<file path="src/rtl/core/rfbcmp_pkg.sv">
package rfbcmp_pkg;

   // client message type bytes
   localparam logic [2:0] TYPE_FORMAT    = 3'd0;
   localparam logic [2:0] TYPE_ENCODINGS = 3'd2;
   localparam logic [2:0] TYPE_UPDATE    = 3'd3;
   localparam logic [2:0] TYPE_KEY       = 3'd4;
   localparam logic [2:0] TYPE_POINTER   = 3'd5;
   localparam logic [2:0] TYPE_CUT       = 3'd6;

   // result kinds
   localparam logic [2:0] KIND_FORMAT   = 3'd0;
   localparam logic [2:0] KIND_ENCODING = 3'd1;
   localparam logic [2:0] KIND_UPDATE   = 3'd2;
   localparam logic [2:0] KIND_KEY      = 3'd3;
   localparam logic [2:0] KIND_POINTER  = 3'd4;
   localparam logic [2:0] KIND_CUT      = 3'd5;
   localparam logic [2:0] KIND_ERROR    = 3'd6;

   // message lengths including the type byte
   localparam logic [4:0] LEN_FORMAT     = 5'd20;
   localparam logic [4:0] LEN_UPDATE     = 5'd10;
   localparam logic [4:0] LEN_KEY        = 5'd8;
   localparam logic [4:0] LEN_POINTER    = 5'd6;
   localparam logic [4:0] LEN_CUT        = 5'd8;
   localparam logic [4:0] LEN_ENC_HEADER = 5'd4;
   localparam logic [4:0] LEN_ENC_ENTRY  = 5'd8;

   localparam int QUEUE_DEPTH = 4;
   localparam int QUEUE_PTR_W = 2;
   localparam int QUEUE_CNT_W = 3;

   typedef struct packed {
      logic [7:0] data;
      logic       type_ok;
   } byte_item_type;

   typedef enum logic [2:0] {
      PH_TYPE = 3'b001,
      PH_BODY = 3'b010,
      PH_HALT = 3'b100
   } phase_type;

endpackage

</file>
<file path="src/rtl/core/rfbcmp_front.sv">
module rfbcmp_front (
   input  logic                      clock,
   input  logic                      reset,
   input  logic                      req_tvalid,
   output logic                      req_tready,
   input  logic [7:0]                req_tdata,
   output logic                      push_valid,
   input  logic                      push_ready,
   output rfbcmp_pkg::byte_item_type push_item
);

   logic                      valid_ff, valid_in;
   rfbcmp_pkg::byte_item_type item_ff, item_in;
   logic                      load;

   assign req_tready = !valid_ff || push_ready;
   assign load       = req_tvalid && req_tready;

   always_comb begin
      item_in.data    = req_tdata;
      // known type codes: 0 and 2..6
      item_in.type_ok = (req_tdata == 8'd0) ||
                        ((req_tdata >= 8'd2) && (req_tdata <= 8'd6));
      if (load) begin
         valid_in = 1'b1;
      end else if (push_ready) begin
         valid_in = 1'b0;
      end else begin
         valid_in = valid_ff;
      end
   end

   always_ff @(posedge clock) begin
      if (reset) begin
         valid_ff <= 1'b0;
      end else begin
         valid_ff <= valid_in;
      end
   end

   always_ff @(posedge clock) begin
      if (load) begin
         item_ff <= item_in;
      end
   end

   assign push_valid = valid_ff;
   assign push_item  = item_ff;

endmodule

</file>
<file path="src/rtl/core/rfbcmp_queue.sv">
module rfbcmp_queue (
   input  logic                      clock,
   input  logic                      reset,
   input  logic                      in_valid,
   output logic                      in_ready,
   input  rfbcmp_pkg::byte_item_type in_item,
   output logic                      out_valid,
   input  logic                      out_ready,
   output rfbcmp_pkg::byte_item_type out_item
);

   rfbcmp_pkg::byte_item_type mem_ff [rfbcmp_pkg::QUEUE_DEPTH];
   logic [rfbcmp_pkg::QUEUE_PTR_W-1:0] wr_ptr_ff, wr_ptr_in;
   logic [rfbcmp_pkg::QUEUE_PTR_W-1:0] rd_ptr_ff, rd_ptr_in;
   logic [rfbcmp_pkg::QUEUE_CNT_W-1:0] count_ff, count_in;
   logic push, pop;

   assign in_ready  = count_ff != rfbcmp_pkg::QUEUE_CNT_W'(rfbcmp_pkg::QUEUE_DEPTH);
   assign out_valid = count_ff != '0;
   assign out_item  = mem_ff[rd_ptr_ff];
   assign push      = in_valid && in_ready;
   assign pop       = out_valid && out_ready;

   always_comb begin
      wr_ptr_in = push ? wr_ptr_ff + 1'b1 : wr_ptr_ff;
      rd_ptr_in = pop ? rd_ptr_ff + 1'b1 : rd_ptr_ff;
      count_in  = count_ff;
      if (push && !pop) begin
         count_in = count_ff + 1'b1;
      end else if (pop && !push) begin
         count_in = count_ff - 1'b1;
      end
   end

   always_ff @(posedge clock) begin
      if (reset) begin
         wr_ptr_ff <= '0;
         rd_ptr_ff <= '0;
         count_ff  <= '0;
      end else begin
         wr_ptr_ff <= wr_ptr_in;
         rd_ptr_ff <= rd_ptr_in;
         count_ff  <= count_in;
      end
   end

   always_ff @(posedge clock) begin
      if (push) begin
         mem_ff[wr_ptr_ff] <= in_item;
      end
   end

endmodule

</file>
<file path="src/rtl/core/rfbcmp_back.sv">
module rfbcmp_back #(
   parameter int MAX_ENCODINGS = 32
) (
   input  logic                      clock,
   input  logic                      reset,
   input  logic                      item_valid,
   output logic                      item_ready,
   input  rfbcmp_pkg::byte_item_type item,
   output logic                      rsp_tvalid,
   input  logic                      rsp_tready,
   output logic [2:0]                rsp_kind
);

   localparam logic [16:0] MaxEnc = 17'(MAX_ENCODINGS);

   rfbcmp_pkg::phase_type phase_ff, phase_in;
   logic [2:0]  msg_type_ff, msg_type_in;
   logic [4:0]  byte_pos_ff, byte_pos_in;
   logic [15:0] enc_total_ff, enc_total_in;
   logic [15:0] enc_index_ff, enc_index_in;
   logic [7:0]  prev_byte_ff;
   logic        out_valid_ff, out_valid_in;
   logic [2:0]  out_kind_ff, out_kind_in;

   logic        pop;
   logic        emit;
   logic [2:0]  emit_kind;
   logic [4:0]  pos;
   logic [15:0] next_index;
   logic [15:0] header_count;
   logic        shown;

   assign item_ready   = !out_valid_ff || rsp_tready;
   assign pop          = item_valid && item_ready;
   assign pos          = byte_pos_ff + 5'd1;
   assign next_index   = enc_index_ff + 16'd1;
   assign header_count = {prev_byte_ff, item.data};
   assign shown        = {1'b0, enc_index_ff} < MaxEnc;

   always_comb begin
      phase_in     = phase_ff;
      msg_type_in  = msg_type_ff;
      byte_pos_in  = byte_pos_ff;
      enc_total_in = enc_total_ff;
      enc_index_in = enc_index_ff;
      emit         = 1'b0;
      emit_kind    = rfbcmp_pkg::KIND_ERROR;
      if (pop) begin
         unique case (phase_ff)
            rfbcmp_pkg::PH_TYPE: begin
               if (item.type_ok) begin
                  msg_type_in = item.data[2:0];
                  byte_pos_in = 5'd1;
                  phase_in    = rfbcmp_pkg::PH_BODY;
               end else begin
                  emit      = 1'b1;
                  emit_kind = rfbcmp_pkg::KIND_ERROR;
                  phase_in  = rfbcmp_pkg::PH_HALT;
               end
            end
            rfbcmp_pkg::PH_BODY: begin
               byte_pos_in = pos;
               case (msg_type_ff)
                  rfbcmp_pkg::TYPE_FORMAT: begin
                     if (pos >= rfbcmp_pkg::LEN_FORMAT) begin
                        emit      = 1'b1;
                        emit_kind = rfbcmp_pkg::KIND_FORMAT;
                     end
                  end
                  rfbcmp_pkg::TYPE_ENCODINGS: begin
                     if (pos == rfbcmp_pkg::LEN_ENC_HEADER) begin
                        enc_total_in = header_count;
                        enc_index_in = '0;
                        if (header_count == '0) begin
                           emit      = 1'b1;
                           emit_kind = rfbcmp_pkg::KIND_ENCODING;
                           phase_in  = rfbcmp_pkg::PH_TYPE;
                        end
                     end else if (pos >= rfbcmp_pkg::LEN_ENC_ENTRY) begin
                        enc_index_in = next_index;
                        emit         = shown;
                        emit_kind    = rfbcmp_pkg::KIND_ENCODING;
                        if (next_index >= enc_total_ff) begin
                           phase_in = rfbcmp_pkg::PH_TYPE;
                        end else begin
                           // next encoding entry starts after the header
                           byte_pos_in = rfbcmp_pkg::LEN_ENC_HEADER;
                        end
                     end
                  end
                  rfbcmp_pkg::TYPE_UPDATE: begin
                     if (pos >= rfbcmp_pkg::LEN_UPDATE) begin
                        emit      = 1'b1;
                        emit_kind = rfbcmp_pkg::KIND_UPDATE;
                     end
                  end
                  rfbcmp_pkg::TYPE_KEY: begin
                     if (pos >= rfbcmp_pkg::LEN_KEY) begin
                        emit      = 1'b1;
                        emit_kind = rfbcmp_pkg::KIND_KEY;
                     end
                  end
                  rfbcmp_pkg::TYPE_POINTER: begin
                     if (pos >= rfbcmp_pkg::LEN_POINTER) begin
                        emit      = 1'b1;
                        emit_kind = rfbcmp_pkg::KIND_POINTER;
                     end
                  end
                  rfbcmp_pkg::TYPE_CUT: begin
                     if (pos >= rfbcmp_pkg::LEN_CUT) begin
                        emit      = 1'b1;
                        emit_kind = rfbcmp_pkg::KIND_CUT;
                     end
                  end
                  default: begin
                     emit      = 1'b1;
                     emit_kind = rfbcmp_pkg::KIND_ERROR;
                     phase_in  = rfbcmp_pkg::PH_HALT;
                  end
               endcase
               // a completed message returns to waiting for a type byte;
               // the encoding list picks its own next phase
               if (emit && (phase_in == rfbcmp_pkg::PH_BODY) &&
                   (msg_type_ff != rfbcmp_pkg::TYPE_ENCODINGS)) begin
                  phase_in = rfbcmp_pkg::PH_TYPE;
               end
            end
            rfbcmp_pkg::PH_HALT: begin
               // bytes are drained and dropped until reset
            end
            default: begin
               phase_in = rfbcmp_pkg::PH_HALT;
            end
         endcase
      end

      out_kind_in = out_kind_ff;
      if (pop && emit) begin
         out_valid_in = 1'b1;
         out_kind_in  = emit_kind;
      end else if (rsp_tready) begin
         out_valid_in = 1'b0;
      end else begin
         out_valid_in = out_valid_ff;
      end
   end

   always_ff @(posedge clock) begin
      if (reset) begin
         phase_ff     <= rfbcmp_pkg::PH_TYPE;
         msg_type_ff  <= '0;
         byte_pos_ff  <= '0;
         enc_index_ff <= '0;
         out_valid_ff <= 1'b0;
      end else begin
         phase_ff     <= phase_in;
         msg_type_ff  <= msg_type_in;
         byte_pos_ff  <= byte_pos_in;
         enc_index_ff <= enc_index_in;
         out_valid_ff <= out_valid_in;
      end
   end

   always_ff @(posedge clock) begin
      enc_total_ff <= enc_total_in;
      out_kind_ff  <= out_kind_in;
      if (pop) begin
         prev_byte_ff <= item.data;
      end
   end

   assign rsp_tvalid = out_valid_ff;
   assign rsp_kind   = out_kind_ff;

endmodule

</file>
<file path="src/rtl/core/remote_framebuffer_client_message_parser.sv">
// channel | ports        | tdata fields (low bit up)
// --------+--------------+---------------------------------
// input   | req_tvalid,  | in_byte [7:0]
//         | req_tready   |
// result  | rsp_tvalid,  | msg_kind [2:0], zeros [7:3]
//         | rsp_tready   |
//
// one byte is taken every cycle unless the queue backs up; a result word passes
// the input register, queue and result register after its last byte is taken
// the parser state machine handles one byte per cycle unless a result stalls, which sets the rate
// reset is synchronous and clears all control state, no clearing pass
// a stalled result holds only the parser; bytes keep entering until the
// four-entry queue and the input register are full
module remote_framebuffer_client_message_parser #(
   parameter int MAX_ENCODINGS = 32
) (
   input  logic       clock,
   input  logic       reset,
   input  logic       req_tvalid,
   output logic       req_tready,
   input  logic [7:0] req_tdata,   // in_byte [7:0]
   output logic       rsp_tvalid,
   input  logic       rsp_tready,
   output logic [7:0] rsp_tdata    // msg_kind [2:0], zero [7:3]
);

   rfbcmp_pkg::byte_item_type push_item, pop_item;
   logic push_valid, push_ready, pop_valid, pop_ready;
   logic [2:0] rsp_kind;

   rfbcmp_front u_front (
      .clock      (clock),
      .reset      (reset),
      .req_tvalid (req_tvalid),
      .req_tready (req_tready),
      .req_tdata  (req_tdata),
      .push_valid (push_valid),
      .push_ready (push_ready),
      .push_item  (push_item)
   );

   rfbcmp_queue u_queue (
      .clock     (clock),
      .reset     (reset),
      .in_valid  (push_valid),
      .in_ready  (push_ready),
      .in_item   (push_item),
      .out_valid (pop_valid),
      .out_ready (pop_ready),
      .out_item  (pop_item)
   );

   rfbcmp_back #(
      .MAX_ENCODINGS (MAX_ENCODINGS)
   ) u_back (
      .clock      (clock),
      .reset      (reset),
      .item_valid (pop_valid),
      .item_ready (pop_ready),
      .item       (pop_item),
      .rsp_tvalid (rsp_tvalid),
      .rsp_tready (rsp_tready),
      .rsp_kind   (rsp_kind)
   );

   assign rsp_tdata = {5'd0, rsp_kind};

endmodule

</file>
<file path="config.mk">
export PLATFORM = sky130hd
export DESIGN_NAME = remote_framebuffer_client_message_parser
export DESIGN_NICKNAME = d
export VERILOG_FILES = /design/src/rtl/core/rfbcmp_pkg.sv /design/src/rtl/core/rfbcmp_front.sv /design/src/rtl/core/rfbcmp_queue.sv /design/src/rtl/core/rfbcmp_back.sv /design/src/rtl/core/remote_framebuffer_client_message_parser.sv
export SDC_FILE = /design/constraint.sdc
export NUM_CORES = 1
export LEC_CHECK = 0
export ABC_AREA = 1
export BUFFER_PORTS_ARGS = -buffer_cell sky130_fd_sc_hd__buf_4
export CORE_ASPECT_RATIO = 0.5
export CORE_MARGIN = 2
export CORE_UTILIZATION = 55
export DETAILED_ROUTE_END_ITERATION = 16
export PLACE_DENSITY_LB_ADDON = 0.05
export SYNTH_ARGS = -nofsm -noshare
export SYNTH_HDL_FRONTEND = slang
export SYNTH_SLANG_ARGS = --single-unit
</file>
<file path="constraint.sdc">
create_clock -name clock -period 8.5 [get_ports clock]
set_input_delay 0.425 -clock clock [delete_from_list [all_inputs] [get_ports clock]]
set_output_delay 0.425 -clock clock [all_outputs]
set_load 0.02 [all_outputs]
</file>
==> results.json <==
{
  "wirelength_um": 10000,
  "clock_sinks": 110,
  "setup_tns_ns": 0,
  "clock.fmax_ghz": 0.316,
  "coreArea_um2": 9510,
  "worst_pin_slew_ns": 0.897,
  "r2r_slack_ns": 5.33,
  "numCtsBuffers": 9,
  "crit_chain": "ha_1 -> nand2_1 -> nor2_1 -> nand3_1 -> nor2_1 -> nand2_1 -> nor2_2 -> nand4_1 -> xnor2_1 -> ha_1 -> nand2_1 -> o21ai_0 -> nor2_1 -> nand4_1 -> nand3_1 -> nand2_1 -> nor2_1 -> o21ai_0 -> a21oi_1",
  "synthCells": 584,
  "maxCapViolCount": 0,
  "final_common_cell": "nand2_1",
  "hold_viol": 0,
  "crit_family": "simple AND/OR/NAND/NOR gates",
  "synth.avg_cell_area_um2": 9.29,
  "rsz0062_at_grt": "false",
  "crit_fanout": 5,
  "routed_via_density": 5.01,
  "drcViolationCount": 0,
  "nFillCells": 808,
  "ir_worst_vdd_v": 0.000115,
  "fin_nets": 638,
  "yosys_register_bits": 110,
  "placementRows": 25,
  "insertion_delay_ns": 0.35,
  "die-area_um2": 10700,
  "startpoint_type": "register",
  "leakage_nw": 2.55,
  "design_area_um2": 5920,
  "crit_path_top_delay_cell": "dfxtp_1",
  "dp_hpwl_um": 7200,
  "reg2reg_from": "u_back.enc_index_ff[0]",
  "slowest_delay_ns": 0.41,
  "critical_path_buf_inv_count": 0,
  "netlist_area_um2": 5430,
  "die-height_um": 74.2,
  "cp-end-kind": "register",
  "cts_resized": 0,
  "first_pass_iters": 4,
  "area_growth_pct": 9.06,
  "clock_power_share_pct": 26.9,
  "cts_tree": "done",
  "clk_path_buf_depth": 2,
  "io_buffers": 16,
  "slew_violations": 0,
  "r2r_cells": 19,
  "h-tree-depth": 3,
  "synth.lib_cells_used.distinct": 41,
  "multi_input_area_um2": 2070,
  "regArea_um2": 2920,
  "grt_max_degree": 23,
  "cts-root-buf": "clkbuf_16",
  "p_comb_share_pct": 24.6,
  "cp-startpoint": "u_back.enc_index_ff[0]",
  "run_status": "completed",
  "worstPathRequired_ns": 8.78,
  "die_x_um": 144,
  "hold_path.class": "input pin to register",
  "clock_skew_ns": 0.0113,
  "finish.utilization_pct": 62.2,
  "min_from": "req_tdata[4]",
  "grt_usage_pct": 20.5,
  "timing.final.crit_share_pct": 37.3,
  "internal_power_mw": 0.998,
  "crit_type": "register to register",
  "start_util_pct": 57.1,
  "cts_setup_buffers": 0,
  "min_period_ns": 3.17,
  "p_seq_share_pct": 48.5,
  "swShare_pct": 34.4,
  "yosysSeqAreaShare_pct": 53.9,
  "p_switching_mw": 0.523,
  "placed_area_um2": 5630,
  "ctsHoldBuffers": 0,
  "antenna_found_initial": 0,
  "min_path_cells": 1,
  "first_iter_violations": 260,
  "min_to": "u_front.push_item[5]",
  "final_cell_mix": "nand2_1 (136), inv_1 (83), edfxtp_1 (72)",
  "setup_viol": 0,
  "ant_nets": 0,
  "place_congestion": 0.851,
  "antenna_cells": 0,
  "synth-warning-count": 0,
  "grt-ovfl-total": 0,
  "slew_headroom_pct": 39.7,
  "boundaryPins": 22,
  "grt_pass1_wl_um": 16700,
  "worstReg2RegEnd": "u_back.phase_ff[1]",
  "timing.hold.ws_ns": 0.256,
  "p_per_area_nw_per_um2": 257,
  "drive_gt1_share_pct": 9.59,
  "vias": 3708,
  "wl_per_cell_um": 13.5,
  "clkSlewWorstSetupHoldPaths_ns": 0.08,
  "grt_pass1_vias": 3387,
  "arrival_ns": 3.45
}
-- flip-flops by register name (all words and copies together) (netlist names), named ones only --
signal               cells
u_queue.wr_ptr_ff        2
u_back.enc_index_ff     16
u_back.phase_ff          3
u_back.byte_pos_ff       5
u_back.rsp_kind          3
u_back.prev_byte_ff      8
u_back.msg_type_ff       3
u_queue.mem_ff          36
u_front.push_item        9
u_front.push_valid       1
u_queue.count_ff         3
u_queue.rd_ptr_ff        2
u_back.rsp_tvalid        1
u_back.enc_total_ff     16
-- cell type report --
| class | count | area share [%] |
|---|---|---|
| clock buffers | 10 | 3.87 |
| clock inverters | 6 | 1.01 |
| inverters | 88 | 5.67 |
| multi-input cells | 374 | 35.1 |
| flip-flops and latches | 110 | 49.4 |
| well taps | 135 | 2.85 |
| repair buffers | 17 | 2.16 |
-- metal layers --
metal,share of wire [%],vias to the layer above,track usage [%]
li1,-,1947,-
met1,51,1662,30.4
met2,42,85,30.5
met3,5.1,14,5.28
met4,1.1,0,4.85
met5,0,-,0
-- cell families (layout without fill, tap and decap cells) --
group | after synthesis | after routing | synth area share, %
DFF | 110 | 110 | 53.9
and+or+nand+nor | 240 | 240 | 19.9
buffers and inverters | 104 | 121 | 8.19
other | 1 | 5 | 0.0691
AOI/OAI and AO/OA | 83 | 83 | 8.51
adders and majority gates | 26 | 26 | 6.13
xor gates and xnor gates | 20 | 20 | 3.37
-- metrics by stage --
stage | power [mW] | worst slack, ns | cells
2_1_floorplan | 1.03 | 5.82 | 588
3_3_place_gp | 1.11 | 5.50 | 724
3_5_place_dp | 1.12 | 5.42 | 724
4_1_cts | 1.54 | 5.39 | 740
5_1_grt | 1.62 | 4.94 | 740
6_report | 1.52 | 5.33 | 740
-- power groups by stage --
stage,Sequential (mW),Combinational [mW],Clock [mW]
after global routing,0.749,0.433,0.441
after detailed placement,0.749,0.373,0
after global placement,0.746,0.367,0
after CTS,0.737,0.375,0.422
after floorplan,0.718,0.309,0
final,0.737,0.374,0.409
-- cell usage after synthesis --
master / number / share of area, %
buf_6: 2 / 0.42
a21oi_1: 47 / 4.3
nand4_1: 7 / 0.81
o2111ai_1: 1 / 0.16
buf_2: 3 / 0.28
a31oi_4: 1 / 0.39
nor2_4: 4 / 0.83
inv_4: 2 / 0.23
or3_1: 1 / 0.12
nand2_4: 2 / 0.42
a21oi_2: 1 / 0.16
buf_4: 8 / 1.1
nand2b_1: 1 / 0.12
nor3_2: 1 / 0.18
ha_1: 25 / 5.8
dfxtp_1: 38 / 14
xnor2_1: 8 / 1.3
nor2_2: 4 / 0.46
edfxtp_1: 72 / 40
nand3_2: 1 / 0.18
nor3_1: 3 / 0.28
inv_1: 83 / 5.7
nand2_2: 3 / 0.35
conb_1: 1 / 0.069
a2111oi_0: 1 / 0.16
o311ai_0: 1 / 0.16
nor3_4: 1 / 0.30
inv_2: 3 / 0.21
nor2_1: 37 / 2.6
nand2_1: 136 / 9.4
clkbuf_1: 3 / 0.21
fa_1: 1 / 0.37
or2_2: 1 / 0.12
nor4_1: 1 / 0.12
a211oi_1: 4 / 0.55
nand3_1: 36 / 3.3
xor2_1: 11 / 1.8
xor2_2: 1 / 0.30
o31ai_1: 2 / 0.28
o21ai_0: 25 / 2.3
nand3_4: 1 / 0.32
-- worst reg2reg max path, stage by stage (launching register included) --
cell	delay (ns)
dfxtp_1	0.41
ha_1	0.21
nand2_1	0.06
nor2_1	0.16
nand3_1	0.14
nor2_1	0.11
nand2_1	0.10
nor2_2	0.16
nand4_1	0.12
xnor2_1	0.22
ha_1	0.29
nand2_1	0.06
o21ai_0	0.08
nor2_1	0.24
nand4_1	0.21
nand3_1	0.17
nand2_1	0.08
nor2_1	0.07
o21ai_0	0.08
a21oi_1	0.15
-- worst max path at each step --
stage,to,cells past startpoint
2_1_floorplan,u_back.phase_ff[1],19
5_1_grt,u_back.phase_ff[0],21
4_1_cts,u_back.phase_ff[1],19
6_report,u_back.phase_ff[1],19
3_5_place_dp,u_back.phase_ff[1],19
3_3_place_gp,u_back.phase_ff[1],19
Power figures use the tool's default switching activity.
